`src/dmtt_pkg.sv`:
```
// shared types and codes of the delayed message timer table
package dmtt_pkg;

    // operation codes on s_tuser
    localparam logic [1:0] OP_INSERT  = 2'd0;
    localparam logic [1:0] OP_CANCEL  = 2'd1;
    localparam logic [1:0] OP_TICK    = 2'd2;
    localparam logic [1:0] OP_DELIVER = 2'd3;

    // status codes on m_tuser
    localparam logic [1:0] ST_OK      = 2'd0;
    localparam logic [1:0] ST_FULL    = 2'd1;
    localparam logic [1:0] ST_CLAMPED = 2'd2;

    // command queue depth between front and back
    localparam int QDEPTH = 2;
    localparam int QAW    = $clog2(QDEPTH);
    localparam int QCW    = $clog2(QDEPTH + 1);

    // classified command handed from front to back
    typedef struct packed {
        logic [1:0]  func;
        logic [7:0]  task_id;
        logic [7:0]  msg_id;
        logic [15:0] ticks;
        logic        clamped;
    } dmtt_cmd_t;

    // one slot word in the slot memory
    typedef struct packed {
        logic [7:0]  task_id;
        logic [7:0]  msg_id;
        logic [15:0] ticks;
    } dmtt_slot_t;

    // one result item
    typedef struct packed {
        logic [1:0] status;
        logic [7:0] out_msg;
        logic [7:0] out_task;
        logic       delivered;
    } dmtt_res_t;

endpackage

```
`src/dmtt_ram.sv`:
```
// generic simple dual port ram with registered read
module dmtt_ram #(
    parameter int WIDTH = 32,
    parameter int DEPTH = 8
) (
    input  logic                                  aclk,
    input  logic                                  we,
    input  logic [((DEPTH > 1) ? $clog2(DEPTH) : 1)-1:0] waddr,
    input  logic [WIDTH-1:0]                      wdata,
    input  logic [((DEPTH > 1) ? $clog2(DEPTH) : 1)-1:0] raddr,
    output logic [WIDTH-1:0]                      rdata
);

    logic [WIDTH-1:0] mem_reg [DEPTH];

    always_ff @(posedge aclk) begin
        if (we) begin
            mem_reg[waddr] <= wdata;
        end
        rdata <= mem_reg[raddr];
    end

endmodule

```
`src/dmtt_front.sv`:
```
// front end: accepts operations, clamps the delay and converts it to ticks
module dmtt_front
    import dmtt_pkg::*;
#(
    parameter int TICK_MS = 10
) (
    input  logic        aclk,
    input  logic        aresetn,
    input  logic        s_tvalid,
    output logic        s_tready,
    input  logic [31:0] s_tdata,
    input  logic [1:0]  s_tuser,
    output logic        push,
    output dmtt_cmd_t   push_cmd,
    input  logic        q_full
);

    // divide by reciprocal multiply, exact for all 16-bit dividends
    localparam int SH = 16 + $clog2(TICK_MS);
    localparam int MW = 18;
    localparam int PW = SH + 16;
    localparam logic [MW-1:0] RECIP = MW'(((64'd1 << SH) + 64'(TICK_MS) - 64'd1)
                                          / 64'(TICK_MS));
    localparam logic [15:0] TICK_MIN = 16'(TICK_MS);

    logic          stg_vld_reg, stg_vld_next;
    dmtt_cmd_t     stg_cmd_reg, stg_cmd_next;
    logic [PW-1:0] stg_prod_reg, stg_prod_next;
    logic [15:0]   delay_clamped;
    logic          accept;

    assign s_tready = !stg_vld_reg || !q_full;
    assign accept   = s_tvalid && s_tready;
    assign push     = stg_vld_reg && !q_full;

    always_comb begin
        delay_clamped = (s_tdata[31:16] < TICK_MIN) ? TICK_MIN : s_tdata[31:16];
    end

    always_comb begin
        push_cmd       = stg_cmd_reg;
        push_cmd.ticks = stg_prod_reg[SH +: 16];
    end

    always_comb begin
        stg_vld_next  = stg_vld_reg;
        stg_cmd_next  = stg_cmd_reg;
        stg_prod_next = stg_prod_reg;
        if (push) begin
            stg_vld_next = 1'b0;
        end
        if (accept) begin
            stg_vld_next         = 1'b1;
            stg_cmd_next.func    = s_tuser;
            stg_cmd_next.task_id = s_tdata[7:0];
            stg_cmd_next.msg_id  = s_tdata[15:8];
            stg_cmd_next.ticks   = '0;
            stg_cmd_next.clamped = s_tdata[31:16] < TICK_MIN;
            stg_prod_next        = PW'(delay_clamped) * PW'(RECIP);
        end
    end

    always_ff @(posedge aclk) begin
        if (!aresetn) begin
            stg_vld_reg <= 1'b0;
        end else begin
            stg_vld_reg <= stg_vld_next;
        end
        stg_cmd_reg  <= stg_cmd_next;
        stg_prod_reg <= stg_prod_next;
    end

endmodule

```
`src/dmtt_fifo.sv`:
```
// short command queue between front and back
module dmtt_fifo
    import dmtt_pkg::*;
(
    input  logic      aclk,
    input  logic      aresetn,
    input  logic      push,
    input  dmtt_cmd_t push_cmd,
    output logic      full,
    input  logic      pop,
    output logic      empty,
    output dmtt_cmd_t head_cmd
);

    dmtt_cmd_t          entry_reg [QDEPTH];
    logic [QAW-1:0]     wr_ptr_reg, wr_ptr_next;
    logic [QAW-1:0]     rd_ptr_reg, rd_ptr_next;
    logic [QCW-1:0]     count_reg, count_next;

    assign full     = count_reg == QCW'(QDEPTH);
    assign empty    = count_reg == '0;
    assign head_cmd = entry_reg[rd_ptr_reg];

    always_comb begin
        wr_ptr_next = wr_ptr_reg;
        rd_ptr_next = rd_ptr_reg;
        count_next  = count_reg;
        if (push) begin
            wr_ptr_next = wr_ptr_reg + 1'b1;
        end
        if (pop) begin
            rd_ptr_next = rd_ptr_reg + 1'b1;
        end
        if (push && !pop) begin
            count_next = count_reg + 1'b1;
        end else if (pop && !push) begin
            count_next = count_reg - 1'b1;
        end
    end

    always_ff @(posedge aclk) begin
        if (!aresetn) begin
            wr_ptr_reg <= '0;
            rd_ptr_reg <= '0;
            count_reg  <= '0;
        end else begin
            wr_ptr_reg <= wr_ptr_next;
            rd_ptr_reg <= rd_ptr_next;
            count_reg  <= count_next;
        end
        if (push) begin
            entry_reg[wr_ptr_reg] <= push_cmd;
        end
    end

endmodule

```
`src/dmtt_back.sv`:
```
// back end: scans the slot table one slot a cycle and holds the result register
module dmtt_back
    import dmtt_pkg::*;
#(
    parameter int SLOTS = 8
) (
    input  logic      aclk,
    input  logic      aresetn,
    input  logic      q_empty,
    input  dmtt_cmd_t q_head,
    output logic      pop,
    output logic      m_tvalid,
    input  logic      m_tready,
    output dmtt_res_t m_res
);

    localparam int IW = (SLOTS > 1) ? $clog2(SLOTS) : 1;
    localparam logic [IW-1:0] LAST = IW'(SLOTS - 1);

    localparam logic [1:0] S_IDLE = 2'd0;
    localparam logic [1:0] S_SCAN = 2'd1;
    localparam logic [1:0] S_DONE = 2'd2;

    logic [1:0]       state_reg, state_next;
    logic [IW-1:0]    idx_reg, idx_next;
    logic [SLOTS-1:0] busy_reg, busy_next;
    dmtt_cmd_t        cmd_reg, cmd_next;
    dmtt_res_t        res_reg, res_next;
    logic             out_vld_reg, out_vld_next;
    dmtt_res_t        out_reg, out_next;

    logic             ram_we;
    logic [IW-1:0]    ram_waddr;
    dmtt_slot_t       ram_wdata;
    logic [IW-1:0]    ram_raddr;
    dmtt_slot_t       ram_rdata;
    logic             cur_busy;
    logic             hit;

    dmtt_ram #(
        .WIDTH ($bits(dmtt_slot_t)),
        .DEPTH (SLOTS)
    ) u_slot_ram (
        .aclk  (aclk),
        .we    (ram_we),
        .waddr (ram_waddr),
        .wdata (ram_wdata),
        .raddr (ram_raddr),
        .rdata (ram_rdata)
    );

    assign m_tvalid = out_vld_reg;
    assign m_res    = out_reg;
    assign pop      = (state_reg == S_IDLE) && !q_empty;
    assign cur_busy = busy_reg[idx_reg];

    // slot 0 is read while idle so its word is ready on the first scan cycle
    always_comb begin
        if (state_reg == S_SCAN && idx_reg != LAST) begin
            ram_raddr = idx_reg + 1'b1;
        end else begin
            ram_raddr = '0;
        end
    end

    always_comb begin
        case (cmd_reg.func)
            OP_INSERT:  hit = !cur_busy;
            OP_CANCEL:  hit = cur_busy && (ram_rdata.task_id == cmd_reg.task_id);
            OP_TICK:    hit = cur_busy && (ram_rdata.ticks != '0);
            OP_DELIVER: hit = cur_busy && (ram_rdata.ticks == '0);
            default:    hit = 1'b0;
        endcase
    end

    always_comb begin
        state_next   = state_reg;
        idx_next     = idx_reg;
        busy_next    = busy_reg;
        cmd_next     = cmd_reg;
        res_next     = res_reg;
        out_vld_next = out_vld_reg;
        out_next     = out_reg;
        ram_we       = 1'b0;
        ram_waddr    = idx_reg;
        ram_wdata    = ram_rdata;

        if (out_vld_reg && m_tready) begin
            out_vld_next = 1'b0;
        end

        case (state_reg)
            S_IDLE: begin
                if (!q_empty) begin
                    cmd_next  = q_head;
                    idx_next  = '0;
                    res_next  = '0;
                    // an insert that finds no free slot keeps this status
                    res_next.status = (q_head.func == OP_INSERT) ? ST_FULL : ST_OK;
                    state_next = S_SCAN;
                end
            end
            S_SCAN: begin
                idx_next = idx_reg + 1'b1;
                if (idx_reg == LAST) begin
                    state_next = S_DONE;
                end
                if (hit) begin
                    case (cmd_reg.func)
                        OP_INSERT: begin
                            ram_we            = 1'b1;
                            ram_wdata.task_id = cmd_reg.task_id;
                            ram_wdata.msg_id  = cmd_reg.msg_id;
                            ram_wdata.ticks   = cmd_reg.ticks;
                            busy_next[idx_reg] = 1'b1;
                            res_next.status   = cmd_reg.clamped ? ST_CLAMPED : ST_OK;
                            state_next        = S_DONE;
                        end
                        OP_CANCEL: begin
                            busy_next[idx_reg] = 1'b0;
                            state_next         = S_DONE;
                        end
                        OP_TICK: begin
                            ram_we          = 1'b1;
                            ram_wdata.ticks = ram_rdata.ticks - 1'b1;
                        end
                        default: begin
                            busy_next[idx_reg] = 1'b0;
                            res_next.delivered = 1'b1;
                            res_next.out_task  = ram_rdata.task_id;
                            res_next.out_msg   = ram_rdata.msg_id;
                            state_next         = S_DONE;
                        end
                    endcase
                end
            end
            S_DONE: begin
                if (!out_vld_reg || m_tready) begin
                    out_vld_next = 1'b1;
                    out_next     = res_reg;
                    state_next   = S_IDLE;
                end
            end
            default: begin
                state_next = S_IDLE;
            end
        endcase
    end

    always_ff @(posedge aclk) begin
        if (!aresetn) begin
            state_reg   <= S_IDLE;
            busy_reg    <= '0;
            out_vld_reg <= 1'b0;
        end else begin
            state_reg   <= state_next;
            busy_reg    <= busy_next;
            out_vld_reg <= out_vld_next;
        end
        idx_reg <= idx_next;
        cmd_reg <= cmd_next;
        res_reg <= res_next;
        out_reg <= out_next;
    end

endmodule

```
`src/delayed_message_timer_table_core.sv`:
```
// top level of the delayed message timer table
//
// usage
// - slave channel takes one operation per transfer: s_tuser selects insert,
//   cancel, tick or deliver; s_tdata carries task, message and delay in ms
// - master channel returns exactly one result transfer per operation, in
//   order: delivered flag and status on m_tuser, task and message on m_tdata
// - the front stage clamps the delay and turns it into ticks with one
//   reciprocal multiply, then hands the command to a two-entry queue
// - the back end walks the slot memory one slot per cycle; insert, cancel
//   and deliver stop at the first matching slot, tick visits all SLOTS slots
// - in the back end an item passes the idle pop, the slot walk and the result
//   stage in turn; the walk is paced by the single read port of the slot ram
// - from input transfer to result a command passes the front stage register,
//   the queue with any wait there, the slot walk and the result register
// - a stalled m_tready holds the result in the output register; the back end
//   finishes the next command and waits, and the queue then fills and drops
//   s_tready
// - reset clears all busy flags, the queue and the output valid; slot words
//   of free slots are never used, so the slot ram needs no clearing pass
module delayed_message_timer_table_core
    import dmtt_pkg::*;
#(
    parameter int SLOTS   = 8,
    parameter int TICK_MS = 10
) (
    input  logic        aclk,
    input  logic        aresetn,
    // operation input
    input  logic        s_tvalid,
    output logic        s_tready,
    input  logic [31:0] s_tdata,   // task_id[7:0], msg_id[15:8], delay_req[31:16]
    input  logic [1:0]  s_tuser,   // func[1:0]
    // result output
    output logic        m_tvalid,
    input  logic        m_tready,
    output logic [15:0] m_tdata,   // out_task[7:0], out_msg[15:8]
    output logic [2:0]  m_tuser    // delivered[0], status[2:1]
);

    logic      push;
    dmtt_cmd_t push_cmd;
    logic      q_full;
    logic      pop;
    logic      q_empty;
    dmtt_cmd_t q_head;
    dmtt_res_t res;

    // accept, clamp and convert delay to ticks
    dmtt_front #(
        .TICK_MS (TICK_MS)
    ) u_front (
        .aclk     (aclk),
        .aresetn  (aresetn),
        .s_tvalid (s_tvalid),
        .s_tready (s_tready),
        .s_tdata  (s_tdata),
        .s_tuser  (s_tuser),
        .push     (push),
        .push_cmd (push_cmd),
        .q_full   (q_full)
    );

    // decouples the front from a busy or stalled back end
    dmtt_fifo u_fifo (
        .aclk     (aclk),
        .aresetn  (aresetn),
        .push     (push),
        .push_cmd (push_cmd),
        .full     (q_full),
        .pop      (pop),
        .empty    (q_empty),
        .head_cmd (q_head)
    );

    // slot table walk and output register
    dmtt_back #(
        .SLOTS (SLOTS)
    ) u_back (
        .aclk     (aclk),
        .aresetn  (aresetn),
        .q_empty  (q_empty),
        .q_head   (q_head),
        .pop      (pop),
        .m_tvalid (m_tvalid),
        .m_tready (m_tready),
        .m_res    (res)
    );

    // pack the result fields onto the master channel
    assign m_tdata = {res.out_msg, res.out_task};
    assign m_tuser = {res.status, res.delivered};

endmodule

```
`config.mk`:
```
export PLATFORM = sky130hd
export DESIGN_NAME = delayed_message_timer_table_core
export DESIGN_NICKNAME = d
export VERILOG_FILES = /design/src/dmtt_pkg.sv /design/src/dmtt_ram.sv /design/src/dmtt_front.sv /design/src/dmtt_fifo.sv /design/src/dmtt_back.sv /design/src/delayed_message_timer_table_core.sv
export SDC_FILE = /design/constraint.sdc
export NUM_CORES = 1
export LEC_CHECK = 0
export ABC_AREA = 0
export BUFFER_PORTS_ARGS = -buffer_cell sky130_fd_sc_hd__buf_2
export CORE_MARGIN = 4
export CORE_UTILIZATION = 38
export CTS_CLUSTER_DIAMETER = 40
export DETAILED_ROUTE_END_ITERATION = 12
export SLEW_MARGIN = 20
export SYNTH_ARGS = -nofsm -noshare
export SYNTH_HDL_FRONTEND = slang
export SYNTH_SLANG_ARGS = --single-unit
```
`constraint.sdc`:
```
create_clock -name aclk -period 10.1 [get_ports aclk]
set_input_delay 1.01 -clock aclk [delete_from_list [all_inputs] [get_ports aclk]]
set_output_delay 1.01 -clock aclk [all_outputs]
set_load 0.005 [all_outputs]
```
==> flow_summary.yaml, run 1 <==
pwr:
  power.density_nw_per_um2: 305.6
  leakage_nw: 9.815
  p_total_mw: 7.912
  ir_worst_vdd_uv: 183.6
critical_path:
  arrival_ns: 7.24
  cp-start-kind: "input port"
  crit_fanout: 7
  cp-end-kind: "flop"
  crit_required_ns: 10.44
  crit_path_end: "u_front.stg_prod_reg[31]"
  cp-startpoint: "s_tdata[30]"
  rrSetupSlack_ns: 5.91
  crit_type: "in -> reg"
  worstRegToRegCells: 8
  r2r-start: "u_back.state_reg[0]"
  r2r_end: "u_back.u_slot_ram.rdata[23]"
synthesis:
  ys_top_cells_by_count: "edfxtp_1 (425), inv_1 (158), ha_1 (131)"
  syn-cell-area_sq_um: 22530
  synth_top_cell_area_share: 0.5665
  yosysSeqAreaShare: 0.6101
  synth_edf_count: 425
  syn_area_per_cell_sq_um: 15.01
  synthDistinctLibCells: 70
  synth_fp_nets: 1751
  synth.area.top_cells: "edfxtp_1 (57%), ha_1 (7.3%), fa_1 (7.2%)"
  synth.most_common_cell: "edfxtp_1"
  synth-main-ff-cell: "edfxtp_1"
  netlist_instances: 1501
  synth_seq_cells: 474
  synth_area_leader_cell: "edfxtp_1"
  async_reset_ff_frac: 0
  ys.warnings.count: 0
floorplanning:
  start_util: 0.3868
  die_area_sq_um: 63240
  core-area_sq_um: 58250
  dieHeight_um: 251.5
  rows: 88
  ios: 59
  die_w_um: 251.5
finish:
  drive_gt1_frac: 0.1767
  finish.instance_area_sq_um: 25890
  final_util: 0.4444
  stdcell_count: 2406
  antenna_cells: 0
  largest_reg_flops: 256
  nets: 1840
  syn_to_final_growth_pct: 14.91
cts:
  ctsHtreeMaxLevel: 2
  clock_path_buffers: 3
  clock-sinks: 474
  cts-hold-fix-buffers: 0
  clkSlewWorstSetupHoldPaths_ns: 0.06
  cts_buffers: 61
  post_cts_resized: 0
  clockRootBuffer: "clkbuf_16"
  cts_tree: "yes"
  cts_setup_buffers: 0
  clkLatencyLatePin_ns: 0.63
placed_design:
  place_congestion: 0.8723
  place_area_sq_um: 23800
  hpwl_um: 32170
  port_buffers: 58
  place_inst: 2292
drt:
  drc: 0
  avgRoutedWirePerCell_um: 20.17
  routed_via_density: 5.153
  final_antenna_net_count: 0
  firstDrtPassIters: 5
  via_count: 12399
  routed_wl_um: 48520
  drtIter0Drc: 887
timing:
  final.period_utilization: 0.6835
  tightest_slew_ns: 1.084
  setup_violations: 0
  relSlewSlack: 0.2678
  setup_tns_ns: 0
  period_minus_slack_ns: 6.904
  final_max_slew_viol_count: 0
  hold_viol_final: 0
  rsz0062_at_grt: "false"
  fin_skew_ns: 0.04390
  clock.fmax_ghz: 0.1448
run_status:
  status: "finished clean"
global_route:
  grt_pass1_wl_um: 76130
  globalRouteOverflowTotal: 0
  grtUsageTotal: 0.1545
  antenna_found_initial: 1
  grt_pass1_vias: 13052
  grt_max_degree: 65
hold_path:
  worstHoldPathType: "reg -> reg"
  hold_depth: 0
run:
  maxCapViolCount: 0
## power breakdown
group	total (mW)	leakage (nW)	internal [mW]	switching (mW)
clock	2.14	1.01	1.27	0.873
combinational	2.80	4.49	1.11	1.70
sequential	2.97	4.31	2.77	0.200
## critical path: stages
cell and delay [ns]:
buf_2 0.13, inv_1 0.07, ha_1 0.18, nor3b_1 0.15, a41oi_1 0.87, ha_1 0.39, fa_1 0.47, fa_1 0.52
fa_1 0.52, fa_1 0.54, inv_1 0.05, fa_1 0.53, inv_1 0.04, ha_1 0.32, nand4_1 0.20, or3_1 0.41
o32a_1 0.34, a21o_1 0.24, o21bai_1 0.16, xor2_1 0.09
## metal layers
metal / vias to the layer above / track usage / part of all wire
met1: 6214 / 0.2058 / 0.43
li1: 5747 / - / -
met3: 96 / 0.02257 / 0.053
met5: - / 0 / 0.00041
met2: 340 / 0.2617 / 0.49
met4: 2 / 0.05167 / 0.028
## placed cells by master, fill, tap and decap left out, types with 5 or more instances in the layout
cell type	instances
a21o_1	43
a221oi_1	33
nor3_2	5
or3_1	5
xor2_1	9
clkinv_4	6
buf_4	25
nor3_1	11
o31ai_1	5
a211oi_1	8
nand2b_1	11
o221a_2	6
nand3_1	14
o21a_1	7
a21oi_1	29
fa_1	81
xnor2_1	20
inv_1	158
and2_1	25
clkbuf_1	7
inv_8	5
mux2_2	32
clkinv_2	8
clkbuf_16	61
nand2_1	80
nor3b_1	5
buf_2	58
o21ai_0	25
nor4_1	7
mux2i_1	67
ha_1	131
edfxtp_1	425
dfxtp_1	49
nor2_1	40
inv_6	11
nand4_1	10
mux4_2	32
## metrics by stage
stage | hold slack [ns] | worst slack [ns]
after detailed placement | 0.4057 | 2.606
after CTS | 0.4195 | 3.244
after global routing | 0.4218 | 2.788
after global placement | 0.4029 | 2.588
final | 0.4175 | 3.196
after floorplan | 0.4003 | 3.356
## worst min-delay path by stage
| stage | end | from | slack, ns |
|---|---|---|---|
| detailed placement | u_back.m_res[10] | u_back.res_reg[10] | 0.41 |
| global placement | u_back.m_res[15] | u_back.res_reg[15] | 0.40 |
| global route | u_back.m_res[13] | u_back.res_reg[13] | 0.42 |
| finish | u_back.m_res[13] | u_back.res_reg[13] | 0.42 |
| CTS | u_back.m_res[13] | u_back.res_reg[13] | 0.42 |
| floorplan | u_back.m_res[0] | u_back.res_reg[0] | 0.40 |
## layout make-up
| type | count | area [sq um] |
|---|---|---|
| Multi-Input combinational cell | 811 | 8029 |
| Tap cell | 765 | 957.2 |
| Clock inverter | 43 | 488.0 |
| Clock buffer | 71 | 1594 |
| Timing Repair Buffer | 83 | 478.0 |
| Fill cell | 5128 | 32360 |
| Inverter | 159 | 596.8 |
| Sequential cell | 474 | 13740 |
## cells by family after synthesis
family | after synthesis | synth area share
buffers and inverters | 216 | 0.03760
adders and majority gates | 212 | 0.1447
and+or+nand+nor | 247 | 0.05648
AOI/OAI and AO/OA | 192 | 0.06210
DFF | 474 | 0.6101
xor gates and xnor gates | 29 | 0.01127
muxes | 131 | 0.07776
Note: power is estimated with default switching activity, not from simulation.
==> inputs of run 2 (changes only) <==
- clock period: 10.1 -> 5.66 ns (I/O delays scaled with it)
==> flow_summary.yaml, run 2 (same netlist as run 1, synthesis figures left out) <==
run_status:
  status: "finished clean"
critical_path:
  cp-start-kind: "input port"
  cpMostUsedCell: "fa_1"
  critPathSlowestCell: "fa_2"
  path_buf_inv: 8
  cp_slowest_stage_delay_ns: 0.52
  arrival_ns: 5.78
  crit_cells: 25
  cp-end-kind: "flop"
  crit_required_ns: 5.94
  crit_type: "in -> reg"
  crit_fanout: 7
  worstRegToRegCells: 8
  crit_family: "adder cells"
finish:
  nFillCells: 5050
  syn_to_final_growth_pct: 17.67
  multiInputGateArea_sq_um: 8294
  stdcell_count: 2489
  antenna_cells: 0
  regArea_sq_um: 13740
  nets: 1935
  drive_gt1_frac: 0.2309
  largest_reg_flops: 256
  final_cell_mix: "edfxtp_1 (425), inv_1 (153), buf_4 (128)"
  final_common_cell: "edfxtp_1"
timing:
  relSlewSlack: 0.2637
  tightest_slew_ns: 1.087
  fin_skew_ns: 0.01851
  setup_tns_ns: 0
  hold_viol_final: 0
  final.period_utilization: 0.9703
  period_minus_slack_ns: 5.492
  clock.fmax_ghz: 0.1821
  setup_violations: 0
  rsz0062_at_grt: "true"
  final_max_slew_viol_count: 0
placed_design:
  port_buffers: 58
  place_congestion: 0.8820
  hpwl_um: 32790
  place_inst: 2395
pwr:
  power.density_nw_per_um2: 548.2
  leakage_nw: 10.12
  ir_worst_vdd_uv: 324.1
cts:
  cts_buffers: 49
  clockRootBuffer: "clkbuf_16"
  clock_path_buffers: 3
  clkLatencyLatePin_ns: 0.57
  clock-sinks: 474
  cts_tree: "yes"
  cts-hold-fix-buffers: 0
  clkSlewWorstSetupHoldPaths_ns: 0.06
  ctsHtreeMaxLevel: 2
global_route:
  antenna_found_initial: 0
  grtUsageTotal: 0.1518
  globalRouteOverflowTotal: 0
  grt_pass1_wl_um: 75440
  grt_pass1_vias: 13212
  grt_max_degree: 45
drt:
  final_antenna_net_count: 0
  drc: 0
  via_count: 12546
  drtIter0Drc: 646
  firstDrtPassIters: 5
  avgRoutedWirePerCell_um: 19.36
  routed_via_density: 5.041
  routed_wl_um: 48200
hold_path:
  hold_depth: 1
  worstHoldPathType: "in -> reg"
run:
  maxCapViolCount: 0
floorplanning:
  start_util: 0.3868
  core-area_sq_um: 58250
  die_area_sq_um: 63240
  ios: 59
  die_w_um: 251.5
  dieHeight_um: 251.5
  rows: 88
run 2: changes by cell type in the layout (fill, tap and decap cells not counted), sizes merged:
cell,before,now
bufinv,4,3
inv,174,164
clkbuf,71,64
clkinv,21,15
buf,83,190
run 2: layout make-up:
cell class	count	share of cell area
Sequential cell	474	0.5184
Multi-Input combinational cell	811	0.3129
Timing Repair Buffer	190	0.05069
Clock buffer	64	0.04951
Tap cell	765	0.03611
Inverter	159	0.02327
Clock inverter	26	0.009109
run 2: what timing repair did:
item,4_1_cts,5_1_grt
pin swaps,2,20
setup buffers,0,4
gates resized for setup,1,37
setup endpoints to repair,1,11
run 2: stage by stage:
step | hold WS [ns] | instance area, sq um | total power, mW | worst slack [ns] | util
floorplan | 0.4003 | 22650 | 9.046 | -0.2709 | -
global placement | 0.4044 | 24700 | 11.15 | -0.5261 | 0.4241
detailed placement | 0.4045 | 24710 | 11.24 | -0.5928 | 0.4243
CTS | 0.1517 | 26270 | 14.38 | 0.003110 | 0.4510
global route | 0.1594 | 26510 | 15.55 | -0.04610 | 0.4551
finish | 0.1843 | 26510 | 14.53 | 0.1681 | 0.4551
run 2: power by group:
| part | switching (mW) | internal [mW] |
|---|---|---|
| combinational | 3.35 | 2.82 |
| clock | 1.30 | 1.79 |
| sequential | 0.327 | 4.94 |
| total | 4.99 | 9.55 |
run 2: routing by layer:
layer,wire [um],GRT usage,up-vias,part of all wire
met5,0,0,-,0
met4,1367,0.04723,0,0.028
met1,21360,0.2014,6253,0.44
li1,-,-,5922,-
met2,23400,0.2591,287,0.49
met3,2070,0.02299,84,0.043
run 2: final timing paths:
| kind | startpoint | to | slack [ns] |
|---|---|---|---|
| worst max-delay path | s_tdata[31] | u_front.stg_prod_reg[32] | 0.17 |
| worst min-delay path | s_tdata[15] | u_front.push_cmd[24] | 0.18 |
| worst max register to register | u_back.idx_reg[0] | u_back.u_slot_ram.rdata[31] | 1.90 |
| worst min register to register | u_back.res_reg[0] | u_back.m_res[0] | 0.41 |
==> inputs of run 3 (changes only) <==
- CORE_UTILIZATION: 38 -> 30
- PLACE_DENSITY_LB_ADDON: default -> 0.2
==> flow_summary.yaml, run 3 (same netlist as run 1, synthesis figures left out) <==
cts:
  cts-hold-fix-buffers: 0
  cts_tree: "yes"
  ctsHtreeMaxLevel: 2
  clock-sinks: 474
  clockRootBuffer: "clkbuf_16"
  clock_path_buffers: 3
  clkLatencyLatePin_ns: 0.57
  clkSlewWorstSetupHoldPaths_ns: 0.06
  cts_buffers: 52
drt:
  firstDrtPassIters: 4
  drc: 0
  final_antenna_net_count: 0
  routed_via_density: 4.662
  avgRoutedWirePerCell_um: 19.61
  drtIter0Drc: 647
  via_count: 12551
  routed_wl_um: 52790
placed_design:
  hpwl_um: 35780
  place_inst: 2596
  place_area_sq_um: 24970
  port_buffers: 58
  place_congestion: 0.8546
global_route:
  grt_max_degree: 63
  grtUsageTotal: 0.1326
  antenna_found_initial: 1
  grt_pass1_vias: 13455
  globalRouteOverflowTotal: 0
  grt_pass1_wl_um: 80810
finish:
  finish.instance_area_sq_um: 26940
  final_common_cell: "edfxtp_1"
  drive_gt1_frac: 0.2298
  final_cell_mix: "edfxtp_1 (425), inv_1 (152), ha_1 (124)"
  nets: 1932
  nFillCells: 7067
  multiInputGateArea_sq_um: 8220
  largest_reg_flops: 256
  syn_to_final_growth_pct: 19.57
  regArea_sq_um: 13740
  stdcell_count: 2692
  antenna_cells: 0
timing:
  hold_viol_final: 0
  rsz0062_at_grt: "true"
  tightest_slew_ns: 1.027
  final_max_slew_viol_count: 0
  fin_skew_ns: 0.01537
  period_minus_slack_ns: 5.523
  clock.fmax_ghz: 0.1811
  final.period_utilization: 0.9757
  relSlewSlack: 0.3110
  setup_violations: 0
pwr:
  ir_worst_vdd_uv: 374.5
  leakage_nw: 10.22
  power.density_nw_per_um2: 550.2
floorplanning:
  die_w_um: 282.0
  die_area_sq_um: 79540
  core-area_sq_um: 74450
  rows: 100
  ios: 59
  dieHeight_um: 282.0
  start_util: 0.3026
run:
  maxCapViolCount: 0
critical_path:
  cp_slowest_stage_delay_ns: 0.53
  crit_required_ns: 5.95
  cp-start-kind: "input port"
  arrival_ns: 5.81
  critPathSlowestCell: "fa_1"
  crit_fanout: 7
  cp-end-kind: "flop"
  crit_type: "in -> reg"
run_status:
  status: "finished clean"
hold_path:
  worstHoldPathType: "in -> reg"
[run 3: report_power, final]
part	internal (mW)	switching, mW	total, mW
clock network	2.14	1.36	3.50
registers	4.94	0.336	5.27
logic	2.74	3.31	6.04
[run 3: routing by layer]
layer / wire [um] / up-vias / global-route usage
met5: 18 / - / 0
met4: 1355 / 2 / 0.03697
met3: 1777 / 91 / 0.01725
met2: 25930 / 240 / 0.2302
met1: 23710 / 6323 / 0.1754
li1: - / 5895 / -
[run 3: final cells by class]
type / count / share of cell area
clock buffers: 68 / 0.05398
clock inverters: 27 / 0.01333
inverters: 159 / 0.02290
multi-input cells: 811 / 0.3052
flip-flops and latches: 474 / 0.5102
well taps: 969 / 0.04501
repair buffers: 184 / 0.04938
[run 3: per-stage QoR]
step / setup slack, ns / power, mW / hold WS (ns) / setup TNS [ns] / util
finish: 0.1373 / 14.82 / 0.1678 / 0 / 0.3618
global route: -0.03101 / 15.88 / 0.1346 / -0.04839 / 0.3618
CTS: 0.006192 / 14.93 / 0.1375 / 0 / 0.3598
detailed placement: -0.6434 / 11.35 / 0.4075 / -5.251 / 0.3354
global placement: -0.5483 / 11.30 / 0.4002 / -4.669 / 0.3354
floorplan: -0.2709 / 9.046 / 0.4003 / -0.8535 / -
[run 3: repair_timing]
item / CTS / global route
buffers inserted: 0 / 1
resized for setup: 1 / 30
endpoints found under the hold margin: 0 / 0
endpoints found under the setup margin: 1 / 10
pin swaps: 0 / 14
[run 3: final timing paths]
check / start / to / slack [ns] / depth (start not counted)
setup reg to reg: u_back.idx_reg[2] / u_back.u_slot_ram.mem_reg[1][6] / 1.88 / 8
hold reg to reg: u_back.res_reg[5] / u_back.m_res[5] / 0.42 / 0
setup / recovery: s_tdata[31] / u_front.stg_prod_reg[32] / 0.14 / 25
hold / removal: s_tdata[4] / u_front.push_cmd[29] / 0.17 / 1
[run 3: worst max-delay path: cells and delay by family]
kind	cells	cell delay, ns
AND/OR/NAND/NOR	5	0.82
AO/OA/AOI/OAI	3	0.68
adder cells (fa/ha/maj)	8	2.94
multiplexers	1	0.19
buffers and inverters	8	0.59
